==> config.mk <==
export PLATFORM = sky130hd
export DESIGN_NAME = two_gate_speed_trap
export DESIGN_NICKNAME = d
export VERILOG_FILES = /design/src/rtl/core/tgst_pkg.sv /design/src/rtl/core/two_gate_speed_trap.sv /design/src/rtl/core/tgst_front.sv /design/src/rtl/core/tgst_queue.sv /design/src/rtl/core/tgst_back.sv
export SDC_FILE = /design/constraint.sdc
export NUM_CORES = 1
export LEC_CHECK = 0
export ABC_CLOCK_PERIOD_IN_PS = 15850
export BUFFER_PORTS_ARGS = -buffer_cell sky130_fd_sc_hd__buf_2
export CAP_MARGIN = 15
export CORE_MARGIN = 2
export CORE_UTILIZATION = 65
export DETAILED_ROUTE_END_ITERATION = 8
export PLACE_DENSITY = 0.84
export SLEW_MARGIN = 20
export SYNTH_ARGS = -nofsm -noshare
export SYNTH_HDL_FRONTEND = slang
export SYNTH_SLANG_ARGS = --single-unit
export TNS_END_PERCENT = 50
==> constraint.sdc <==
create_clock -name clk -period 15.85 [get_ports clk]
set_input_delay 0 -clock clk [delete_from_list [all_inputs] [get_ports clk]]
set_output_delay 0 -clock clk [all_outputs]
set_load 0.02 [all_outputs]
==> src/rtl/core/tgst_pkg.sv <==
// ----------------------------------------------------------------------------
// tgst_pkg
// Shared types, codes and widths of the two-gate speed trap.
// ----------------------------------------------------------------------------
package tgst_pkg;

    localparam int TIME_W      = 48;
    localparam int REG_W       = 24;
    localparam int SPEED_W     = 38;
    localparam int CMD_W       = 3;
    localparam int STATUS_W    = 3;
    localparam int SPEED_SCALE = 10000;
    localparam int DIV_STEPS   = SPEED_W;
    localparam int CNT_W       = $clog2(DIV_STEPS);
    localparam int CFG_IDX_W   = 2;

    localparam int IN_FIELDS_W  = CMD_W + TIME_W;
    localparam int IN_TDATA_W   = ((IN_FIELDS_W + 7) / 8) * 8;
    localparam int OUT_FIELDS_W = STATUS_W + SPEED_W + TIME_W + REG_W;
    localparam int OUT_TDATA_W  = ((OUT_FIELDS_W + 7) / 8) * 8;

    localparam logic [REG_W-1:0] SPACING_RST  = REG_W'(1000000);
    localparam logic [REG_W-1:0] MAX_DUR_RST  = REG_W'(10000000);
    localparam logic [REG_W-1:0] TIMEOUT_RST  = REG_W'(5000000);

    localparam logic [CMD_W-1:0] CMD_CHECK  = 3'd0;
    localparam logic [CMD_W-1:0] CMD_FIRST  = 3'd1;
    localparam logic [CMD_W-1:0] CMD_SECOND = 3'd2;
    localparam logic [CMD_W-1:0] CMD_ARM    = 3'd3;
    localparam logic [CMD_W-1:0] CMD_DISARM = 3'd4;

    localparam logic [CFG_IDX_W-1:0] REG_SPACING = 2'd0;
    localparam logic [CFG_IDX_W-1:0] REG_MAX_DUR = 2'd1;
    localparam logic [CFG_IDX_W-1:0] REG_TIMEOUT = 2'd2;

    typedef enum logic [STATUS_W-1:0] {
        STAT_NONE     = 3'd0,
        STAT_START    = 3'd1,
        STAT_SPEED    = 3'd2,
        STAT_BAD      = 3'd3,
        STAT_TIMEOUT  = 3'd4,
        STAT_ARMED    = 3'd5,
        STAT_DISARMED = 3'd6,
        STAT_IGNORED  = 3'd7
    } status_t;

    // one classified item on its way to the back end
    typedef struct packed {
        status_t              status;
        logic [TIME_W-1:0]    stamp;
        logic [REG_W-1:0]     elapsed;
        logic                 need_div;
        logic                 clr_speed;
    } job_t;

endpackage

==> src/rtl/core/two_gate_speed_trap.sv <==
// ----------------------------------------------------------------------------
// two_gate_speed_trap
// Two-beam speed trap: start capture, elapsed check and speed code.
//
//   channel   dir  handshake             payload
//   s_*       in   s_tvalid / s_tready   command, time_us
//   m_*       out  m_tvalid / m_tready   status, speed_code, start_stamp,
//                                        elapsed_out
//   cfg_*     in   cfg_valid / cfg_ready cfg_index, cfg_data
//
// a measurement runs in the back end as a dequeue, a multiply, 38 restoring
// divider steps and a result load; other commands skip the multiply and divide
// the front end classifies an item in the cycle it is accepted and hands it
// through a two-entry queue, so it stalls only when that queue is full
// the result register lets the back end divide while the output is stalled
// reset clears the capture, last speed, queue and output valid; config
// registers reset to their defaults
// ----------------------------------------------------------------------------
module two_gate_speed_trap
    import tgst_pkg::*;
(
    input  logic                   clk,
    input  logic                   rst_n,
    input  logic                   s_tvalid,
    output logic                   s_tready,
    input  logic [IN_TDATA_W-1:0]  s_tdata,   // command[2:0], time_us[50:3]
    output logic                   m_tvalid,
    input  logic                   m_tready,
    output logic [OUT_TDATA_W-1:0] m_tdata,   // status[2:0], speed_code[40:3],
                                              // start_stamp[88:41],
                                              // elapsed_out[112:89]
    input  logic                   cfg_valid,
    output logic                   cfg_ready,
    input  logic [CFG_IDX_W-1:0]   cfg_index,
    input  logic [REG_W-1:0]       cfg_data
);

    logic [REG_W-1:0]    spacing_reg;
    logic [REG_W-1:0]    max_dur_reg;
    logic [REG_W-1:0]    timeout_reg;
    logic                push, pop, q_full, q_empty;
    job_t                push_job, pop_job;
    logic [STATUS_W-1:0] status;
    logic [SPEED_W-1:0]  speed_code;
    logic [TIME_W-1:0]   start_stamp;
    logic [REG_W-1:0]    elapsed_out;

    assign cfg_ready = 1'b1;

    always_ff @(posedge clk or negedge rst_n)
    begin
        if (!rst_n)
        begin
            spacing_reg <= SPACING_RST;
            max_dur_reg <= MAX_DUR_RST;
            timeout_reg <= TIMEOUT_RST;
        end
        else if (cfg_valid)
        begin
            unique case (cfg_index)
                REG_SPACING: spacing_reg <= cfg_data;
                REG_MAX_DUR: max_dur_reg <= cfg_data;
                REG_TIMEOUT: timeout_reg <= cfg_data;
                default:     spacing_reg <= spacing_reg;
            endcase
        end
    end

    tgst_front u_front (
        .clk             (clk),
        .rst_n           (rst_n),
        .in_valid        (s_tvalid),
        .in_ready        (s_tready),
        .command         (s_tdata[CMD_W-1:0]),
        .time_us         (s_tdata[CMD_W+TIME_W-1:CMD_W]),
        .max_duration_us (max_dur_reg),
        .timeout_us      (timeout_reg),
        .queue_full      (q_full),
        .push            (push),
        .push_job        (push_job)
    );

    tgst_queue u_queue (
        .clk      (clk),
        .rst_n    (rst_n),
        .push     (push),
        .push_job (push_job),
        .full     (q_full),
        .pop      (pop),
        .pop_job  (pop_job),
        .empty    (q_empty)
    );

    tgst_back u_back (
        .clk         (clk),
        .rst_n       (rst_n),
        .spacing_um  (spacing_reg),
        .queue_empty (q_empty),
        .queue_job   (pop_job),
        .pop         (pop),
        .out_valid   (m_tvalid),
        .out_ready   (m_tready),
        .status      (status),
        .speed_code  (speed_code),
        .start_stamp (start_stamp),
        .elapsed_out (elapsed_out)
    );

    assign m_tdata = {{(OUT_TDATA_W-OUT_FIELDS_W){1'b0}},
                      elapsed_out, start_stamp, speed_code, status};

endmodule

==> src/rtl/core/tgst_front.sv <==
// ----------------------------------------------------------------------------
// tgst_front
// Accepts items, tracks the start capture and classifies each command.
// ----------------------------------------------------------------------------
module tgst_front
    import tgst_pkg::*;
(
    input  logic                   clk,
    input  logic                   rst_n,
    input  logic                   in_valid,
    output logic                   in_ready,
    input  logic [CMD_W-1:0]       command,
    input  logic [TIME_W-1:0]      time_us,
    input  logic [REG_W-1:0]       max_duration_us,
    input  logic [REG_W-1:0]       timeout_us,
    input  logic                   queue_full,
    output logic                   push,
    output job_t                   push_job
);

    logic [TIME_W-1:0] start_time_reg, start_time_next;
    logic              start_held_reg, start_held_next;
    logic [TIME_W-1:0] elapsed;
    logic              hi_zero;
    job_t              job;

    assign in_ready = !queue_full;
    assign push     = in_valid && !queue_full;
    assign push_job = job;

    assign elapsed = time_us - start_time_reg;
    assign hi_zero = (elapsed[TIME_W-1:REG_W] == '0);

    always_comb
    begin
        job             = '0;
        job.status      = STAT_IGNORED;
        start_time_next = start_time_reg;
        start_held_next = start_held_reg;
        unique case (command)
            CMD_CHECK:
            begin
                job.status = STAT_NONE;
                // negative elapsed never times out
                if (start_held_reg && !elapsed[TIME_W-1] &&
                    (!hi_zero || (elapsed[REG_W-1:0] > timeout_us)))
                begin
                    job.status      = STAT_TIMEOUT;
                    job.stamp       = start_time_reg;
                    start_held_next = 1'b0;
                end
            end
            CMD_FIRST:
            begin
                if (!start_held_reg)
                begin
                    job.status      = STAT_START;
                    job.stamp       = time_us;
                    start_time_next = time_us;
                    start_held_next = 1'b1;
                end
            end
            CMD_SECOND:
            begin
                if (start_held_reg)
                begin
                    job.stamp       = start_time_reg;
                    job.elapsed     = hi_zero ? elapsed[REG_W-1:0] : '1;
                    start_held_next = 1'b0;
                    if (hi_zero && (elapsed[REG_W-1:0] != '0) &&
                        (elapsed[REG_W-1:0] < max_duration_us))
                    begin
                        job.status   = STAT_SPEED;
                        job.need_div = 1'b1;
                    end
                    else
                    begin
                        job.status = STAT_BAD;
                    end
                end
            end
            CMD_ARM:
            begin
                job.status      = STAT_ARMED;
                job.clr_speed   = 1'b1;
                start_held_next = 1'b0;
            end
            CMD_DISARM:
            begin
                job.status      = STAT_DISARMED;
                start_held_next = 1'b0;
            end
            default:
            begin
                job.status = STAT_IGNORED;
            end
        endcase
    end

    always_ff @(posedge clk or negedge rst_n)
    begin
        if (!rst_n)
        begin
            start_held_reg <= 1'b0;
            start_time_reg <= '0;
        end
        else if (push)
        begin
            start_held_reg <= start_held_next;
            start_time_reg <= start_time_next;
        end
    end

endmodule

==> src/rtl/core/tgst_queue.sv <==
// ----------------------------------------------------------------------------
// tgst_queue
// Two-entry job queue between the front end and the divider back end.
// ----------------------------------------------------------------------------
module tgst_queue
    import tgst_pkg::*;
(
    input  logic clk,
    input  logic rst_n,
    input  logic push,
    input  job_t push_job,
    output logic full,
    input  logic pop,
    output job_t pop_job,
    output logic empty
);

    job_t       slot_reg [2];
    logic       wr_ptr_reg, wr_ptr_next;
    logic       rd_ptr_reg, rd_ptr_next;
    logic [1:0] count_reg, count_next;
    logic       do_push, do_pop;

    assign full    = (count_reg == 2'd2);
    assign empty   = (count_reg == 2'd0);
    assign do_push = push && !full;
    assign do_pop  = pop && !empty;
    assign pop_job = slot_reg[rd_ptr_reg];

    always_comb
    begin
        wr_ptr_next = wr_ptr_reg ^ do_push;
        rd_ptr_next = rd_ptr_reg ^ do_pop;
        count_next  = count_reg + {1'b0, do_push} - {1'b0, do_pop};
    end

    always_ff @(posedge clk or negedge rst_n)
    begin
        if (!rst_n)
        begin
            wr_ptr_reg <= 1'b0;
            rd_ptr_reg <= 1'b0;
            count_reg  <= 2'd0;
        end
        else
        begin
            wr_ptr_reg <= wr_ptr_next;
            rd_ptr_reg <= rd_ptr_next;
            count_reg  <= count_next;
        end
    end

    always_ff @(posedge clk)
    begin
        if (do_push)
        begin
            slot_reg[wr_ptr_reg] <= push_job;
        end
    end

endmodule

==> src/rtl/core/tgst_back.sv <==
// ----------------------------------------------------------------------------
// tgst_back
// Runs queued jobs: restoring divider for the speed code, keeps the last
// speed and holds the result register.
// ----------------------------------------------------------------------------
module tgst_back
    import tgst_pkg::*;
(
    input  logic                   clk,
    input  logic                   rst_n,
    input  logic [REG_W-1:0]       spacing_um,
    input  logic                   queue_empty,
    input  job_t                   queue_job,
    output logic                   pop,
    output logic                   out_valid,
    input  logic                   out_ready,
    output logic [STATUS_W-1:0]    status,
    output logic [SPEED_W-1:0]     speed_code,
    output logic [TIME_W-1:0]      start_stamp,
    output logic [REG_W-1:0]       elapsed_out
);

    typedef enum logic [3:0] {
        ST_IDLE = 4'b0001,
        ST_MUL  = 4'b0010,
        ST_DIV  = 4'b0100,
        ST_DONE = 4'b1000
    } state_t;

    state_t             state_reg, state_next;
    job_t               job_reg, job_next;
    logic [SPEED_W-1:0] num_reg, num_next;
    logic [REG_W-1:0]   rem_reg, rem_next;
    logic [CNT_W-1:0]   cnt_reg, cnt_next;
    logic [SPEED_W-1:0] last_speed_reg, last_speed_next;
    logic               out_valid_reg, out_valid_next;
    logic [STATUS_W-1:0] status_reg, status_next;
    logic [SPEED_W-1:0] speed_reg, speed_next;
    logic [TIME_W-1:0]  stamp_reg, stamp_next;
    logic [REG_W-1:0]   elapsed_reg, elapsed_next;
    logic [REG_W:0]     trial;
    logic [REG_W:0]     diff;
    logic               q_bit;
    logic               out_free;

    assign out_valid   = out_valid_reg;
    assign status      = status_reg;
    assign speed_code  = speed_reg;
    assign start_stamp = stamp_reg;
    assign elapsed_out = elapsed_reg;

    assign out_free = !out_valid_reg || out_ready;
    assign pop      = (state_reg == ST_IDLE) && !queue_empty;

    // one quotient bit per cycle, divisor is the elapsed time
    assign trial = {rem_reg, num_reg[SPEED_W-1]};
    assign diff  = trial - {1'b0, job_reg.elapsed};
    assign q_bit = !diff[REG_W];

    always_comb
    begin
        state_next      = state_reg;
        job_next        = job_reg;
        num_next        = num_reg;
        rem_next        = rem_reg;
        cnt_next        = cnt_reg;
        last_speed_next = last_speed_reg;
        out_valid_next  = out_valid_reg && !out_ready;
        status_next     = status_reg;
        speed_next      = speed_reg;
        stamp_next      = stamp_reg;
        elapsed_next    = elapsed_reg;
        unique case (state_reg)
            ST_IDLE:
            begin
                if (!queue_empty)
                begin
                    job_next   = queue_job;
                    state_next = queue_job.need_div ? ST_MUL : ST_DONE;
                end
            end
            ST_MUL:
            begin
                num_next   = SPEED_W'({{(SPEED_W-REG_W){1'b0}}, spacing_um} *
                                      SPEED_W'(SPEED_SCALE));
                rem_next   = '0;
                cnt_next   = CNT_W'(DIV_STEPS - 1);
                state_next = ST_DIV;
            end
            ST_DIV:
            begin
                rem_next = q_bit ? diff[REG_W-1:0] : trial[REG_W-1:0];
                num_next = {num_reg[SPEED_W-2:0], q_bit};
                cnt_next = cnt_reg - CNT_W'(1);
                if (cnt_reg == '0)
                begin
                    state_next = ST_DONE;
                end
            end
            ST_DONE:
            begin
                if (out_free)
                begin
                    if (job_reg.need_div)
                    begin
                        last_speed_next = num_reg;
                    end
                    else if (job_reg.clr_speed)
                    begin
                        last_speed_next = '0;
                    end
                    out_valid_next = 1'b1;
                    status_next    = job_reg.status;
                    speed_next     = job_reg.need_div ? num_reg :
                                     (job_reg.clr_speed ? '0 : last_speed_reg);
                    stamp_next     = job_reg.stamp;
                    elapsed_next   = job_reg.elapsed;
                    state_next     = ST_IDLE;
                end
            end
            default:
            begin
                state_next = ST_IDLE;
            end
        endcase
    end

    always_ff @(posedge clk or negedge rst_n)
    begin
        if (!rst_n)
        begin
            state_reg      <= ST_IDLE;
            last_speed_reg <= '0;
            out_valid_reg  <= 1'b0;
        end
        else
        begin
            state_reg      <= state_next;
            last_speed_reg <= last_speed_next;
            out_valid_reg  <= out_valid_next;
        end
    end

    always_ff @(posedge clk)
    begin
        job_reg     <= job_next;
        num_reg     <= num_next;
        rem_reg     <= rem_next;
        cnt_reg     <= cnt_next;
        status_reg  <= status_next;
        speed_reg   <= speed_next;
        stamp_reg   <= stamp_next;
        elapsed_reg <= elapsed_next;
    end

endmodule

======== Yosys cells after proc, flatten, opt, wreduce, memory -nomap -nowiden ========
Memory sizes are Yosys's and may differ from the RTL's.
Cells that the tools add are included.
Widths: inputs -> output; s select.
word-level totals
  register bits ........................... 426
  word-level logic and storage cells ...... 113
  bits of input ports ..................... 87
  memories kept ........................... 1
  output and inout port bits .............. 123
  RAM bits ................................ 154
cells by class
  multipliers ............................. 1
  reductions and logical operators ........ 35
  magnitude comparators ................... 2
  add/subtract/negate cells ............... 5
  mux-type cells .......................... 27
  eq/ne operators ......................... 15
  bitwise operators ....................... 4
memory list
  memory            depth  width  rd ports  clocked after Yosys merged registers in  wr ports  RTL line          source
  u_queue.slot_reg  2      77     1         0                                        1         tgst_queue.sv:18  job_t slot_reg [2];
operator list
  cell                    count
  $pmux 48 s3             1
  $mux 51                 2
  $mux 38                 2
  $mux 76                 1
  $pmux 38 s2             1
  $mux 24                 2
  $pmux 24 s2             1
  $sub 48x48->48          1
  $mul 24x10->34 const B  1
  $mux 25                 1
  $sub 25x24->25          1
  $gt 24x24->1            1
  $logic_not 24->1        1
  $lt 24x24->1            1
  $reduce_bool 24->1      1
  $mux 4                  4
  $pmux 4 s4              1
  $pmux 3 s5              1
  $pmux 6 s2              1
  $reduce_and 2->1        5
  $logic_and 1x1->1       9
  $reduce_and 3->1        3
  $mux 1                  8
  $logic_not 1->1         7
  24 further kinds        32

======== Logic depth before layout (Yosys ltp) ========
  depth in word-level cells ............... 7
  depth in mapped cells ................... 26
  gate-level depth less buffers ........... 24

======== Hierarchy ========
Synthesis repeated with hierarchy kept, for this count alone.
second synthesis, totals
  cell total of the unflattened synthesis .. 2,832
  area total of the unflattened synthesis .. 32,362.3 um2
by module, submodules not included
  module               sequential area each (um2)  instances  area each (um2)  cells each
  tgst_back            8,824.7                     1          15,987.8         1,277
  tgst_front           1,226.2                     1          7,703.6          1,132
  tgst_queue           4,724.5                     1          5,855.6          260
  two_gate_speed_trap  1,830.5                     1          2,815.2          163

======== Worst setup path after synthesis ========
Ideal clock, no wire load.
  path type ............................... register to register
  start ................................... reg u_back.state_reg[1]
  end ..................................... reg u_back.state_reg[0]
  buffers on the path ..................... 0
  path slack .............................. 9.995 ns
  stages on the path, launching flop included .. 4
  arrival ................................. 5.584 ns
  setup time .............................. 0.271 ns
  data required time ...................... 15.579 ns
  period minus slack after synthesis ...... 5.855 ns
  cells stage by stage .................... dfrtp_1 xnor2_1 nor3_1 o31ai_1
on the way
  word-level cells in the longest chain between the ends .. 3
  elaborated cells between the ends (all ways) .. 9
  those cells by class .................... eq/ne: 7; mux: 1; reduce/logical: 1
ends and longest elaborated chain
  item                                                RTL line          source
  from (decl)                                         tgst_back.sv:30   state_t state_reg, state_next;
  from (signal assigned)                              tgst_back.sv:138  state_reg <= state_next;
  $eq 4x1->1, or another cell as far along            tgst_back.sv:73   unique case (state_reg)
  $ne 2x2->1 (no line) or $ne 2x1->1 (tied branches)  -
  $reduce_and 3->1 (no line)                          -
Several ways; a longest one is shown, not always the timed one.
A chain may end at the register's enable or synchronous reset.

==> run_results.csv <==
group,metric,value,unit
status,outcome,"complete, no violations",
synthesis,ys.flop_type,"edfxtp_1",
finish,fin_cells,3629,
floorplan,die_w,225,um
critical_path,r2r-start,"u_front.start_time_reg[0]$_DFFE_PN0P_",
critical_path,cp_data_arrival_time,7.55,ns
finish,largest_reg_flops,154,
critical_path,rrSetupSlack,8.59,ns
floorplan,boundaryPins,210,
power,p_per_area,244,nW/um2
timing,skew,0.0204,ns
timing,drv_slew,0,
finish,multiInputGateArea,13500,um2
floorplan,start_util,0.654,
synthesis,ys_ff_latch,580,
power,vdd_drop_max,0.000229,V
worst_hold_path,worstHoldStart,"s_tvalid",
finish,finalNetCount,3319,
routing,wl_per_cell,20.9,um
timing,rsz0062_at_grt,"no",
synthesis,yosys.cell_types.count,76,
placed_design,dpl_cell_area,33400,um2
routing,dr.pass1.iters,6,
synthesis,yosysTopAreaCellShare,0.389,
floorplan,core.rowCount,81,
worst_hold_path,whs_endpoint,"u_queue.count_reg[0]$_DFF_PN0_",
timing,tightest_slew,1.13,ns
routing,ant_nets,0,
grt,grt_pass1_wl,120000,um
routing,wirelength,75700,um
worst_hold_path,min_path_cells,4,
clock_network,clk_path_buf_depth,3,
timing,setup_viol,0,
critical_path,crit_fanout,49,
synthesis,yosysWarnings,0,
synthesis,ys_top_cells_by_area,"edfxtp_1 39%, dfrtp_1 11%, ha_1 8.6%",
synthesis,syn_area,31800,um2
placed_design,placed_cells,3425,
critical_path,path_class,"register to register",
floorplan,dieArea,50700,um2
clock_network,cts_buffers,58,
critical_path,start_kind,"register",
placed_design,globalplace.congestion,0.892,
grt,grt-ovfl-total,0,
clock_network,root_buffer,"clkbuf_16",
routing,viasPerCell,6.13,
finish,area_delta_synth_final,14.4,%
finish,seq_area,16600,um2
critical_path,rr_endpoint,"u_queue.slot_reg[0][37]$_DFFE_PP_",
synthesis,synthCells,2682,
synthesis,synth.most_common_cell,"edfxtp_1",
synthesis,synth-edff-count,412,
grt,grt_pass1_vias,22500,
finish,filler_cell_count,2979,
synthesis,syn_avg_cell_area,11.8,um2
timing,timing.fmax,138,MHz
routing,drt-initial-drc-count,1890,
timing,min_period,7.26,ns
finish,drive_gt1_frac,0.203,
finish,fin_area,36300,um2
timing,hold_violations,0,
grt,grt_max_degree,74,
grt,antenna_found_initial,3,
placed_design,place_hpwl,52000,um
clock_network,clock_latency,0.63,ns
flow_run,cap_violations,0,
clock_network,cts_tree,"yes",
floorplan,die_y,225,um
clock_network,cts.sink_count,580,
routing,route.detailed.drc,0,
timing,slew_headroom,0.236,
synthesis,yosysSeqAreaShare,0.523,
floorplan,core-area,48500,um2
synthesis,synth_common_cells,"412 x edfxtp_1, 357 x inv_1, 218 x ha_1",
timing,fin_tns_setup,0,ns
clock_network,htreeDepth,2,
timing,period_share,0.458,
synthesis,synth_area_leader_cell,"edfxtp_1",
synthesis,ys_async_sr_fraction,0.290,
clock_network,clk_pin_slew,0.06,ns
critical_path,r2r_cells,24,
power,power.static_leakage,15.5,nW
grt,grtUsageTotal,0.301,
critical_path,required,16.14,ns
timing,hold-worst-slack,0.119,ns
placed_design,numPortBuffers,196,
critical_path,end_kind,"register",
routing,dr_total_vias,22300,
clock_network,post_cts_buffers,0,
worst_hold_path,worstHoldPathType,"input pin to register",
-- layout make-up --
cell class | count | share of cell area
timing repair buffer | 311 | 0.0576
antenna | 4 | 0.000275
inverter | 357 | 0.0369
multi-input combinational | 1645 | 0.371
sequential | 580 | 0.457
clock inverter | 33 | 0.0104
clock buffer | 77 | 0.0458
tap | 622 | 0.0214
-- where the power goes --
part | internal (W) | switching [W]
clock | 0.000843 | 0.000606
sequential | 0.00239 | 0.000286
combinational | 0.00189 | 0.00284
-- critical path, cell delays in order, from the launching register on --
cell	delay [ns]
dfrtp_1	0.44
ha_1	0.24
fa_1	0.41
nand2b_1	0.19
a21o_1	0.22
a2111oi_2	0.45
nor2_1	0.24
a21oi_1	0.19
nor2b_1	0.08
o21bai_1	0.13
a21oi_1	0.09
xor2_1	0.37
inv_1	0.15
ha_1	0.30
nand4_1	0.11
or2_1	0.26
nor4_1	0.43
nand2_1	0.15
or3_1	0.44
o31a_1	0.17
a2111oi_0	0.38
nand4_1	0.36
o21ai_4	0.23
buf_4	0.53
o21ai_0	0.35
-- layout by cell type (no fill, tap or decap), types with 25 or more instances in the layout --
| cell type | instances |
|---|---|
| edfxtp_1 | 412 |
| inv_1 | 356 |
| mux2_2 | 217 |
| ha_1 | 216 |
| buf_2 | 195 |
| nand2_1 | 178 |
| dfrtp_1 | 143 |
| a21oi_1 | 116 |
| nor2_1 | 103 |
| o21ai_0 | 98 |
| dlygate4sd3_1 | 88 |
| fa_1 | 61 |
| clkbuf_16 | 60 |
| a21o_1 | 50 |
| o21ai_1 | 50 |
| a32oi_1 | 49 |
| xnor2_1 | 45 |
| a22o_1 | 38 |
| xor2_1 | 36 |
| nand4_1 | 30 |
| buf_4 | 25 |
-- worst max-delay path by stage --
stage | start | to | slack (ns) | cells past startpoint
2_1_floorplan | u_back.state_reg[1]$_DFFE_PN0P_ | u_back.state_reg[0]$_DFFE_PN1P_ | 10.0 | 3
3_3_place_gp | u_front.start_time_reg[0]$_DFFE_PN0P_ | u_queue.slot_reg[0][37]$_DFFE_PP_ | 8.95 | 24
3_5_place_dp | u_front.start_time_reg[0]$_DFFE_PN0P_ | u_queue.slot_reg[0][37]$_DFFE_PP_ | 8.71 | 24
4_1_cts | u_front.start_time_reg[0]$_DFFE_PN0P_ | u_queue.slot_reg[0][37]$_DFFE_PP_ | 8.66 | 24
5_1_grt | u_front.start_time_reg[0]$_DFFE_PN0P_ | u_queue.slot_reg[0][37]$_DFFE_PP_ | 8.21 | 24
6_report | u_front.start_time_reg[0]$_DFFE_PN0P_ | u_queue.slot_reg[0][37]$_DFFE_PP_ | 8.59 | 24
-- stage by stage --
step	power (W)	utilization	worst slack, ns
after floorplan	0.00613	-	10.0
after global placement	0.00704	0.688	8.95
after detailed placement	0.00728	0.688	8.71
after CTS	0.00879	0.748	8.66
after global routing	0.00950	0.749	8.21
final	0.00886	0.749	8.59
-- repair_timing --
action,in CTS,in global routing
hold buffers,89,0
resized for setup,0,0
endpoints found under the hold margin,268,0
-- layer usage --
| metal | wire length (um) | up-vias | track usage |
|---|---|---|---|
| li1 | - | 10200 | - |
| met1 | 30100 | 11000 | 0.392 |
| met2 | 38600 | 848 | 0.514 |
| met3 | 4330 | 195 | 0.0452 |
| met4 | 2770 | 0 | 0.112 |
| met5 | 0 | - | 0 |
-- logic make-up (layout without fill, tap and decap cells) --
logic type               count (synthesis)  after routing  share of synthesized area
flip-flops                             580            580                      0.523
AO/OA/AOI/OAI                          566            566                      0.119
AND/OR/NAND/NOR                        470            470                     0.0701
buffers and inverters                  463            778                     0.0566
adder cells (fa/ha/maj)                279            279                      0.124
multiplexers                           240            240                     0.0842
XOR/XNOR                                82             82                     0.0226
other                                    2             12                   0.000236
Note: power is estimated with default switching activity, not from simulation.
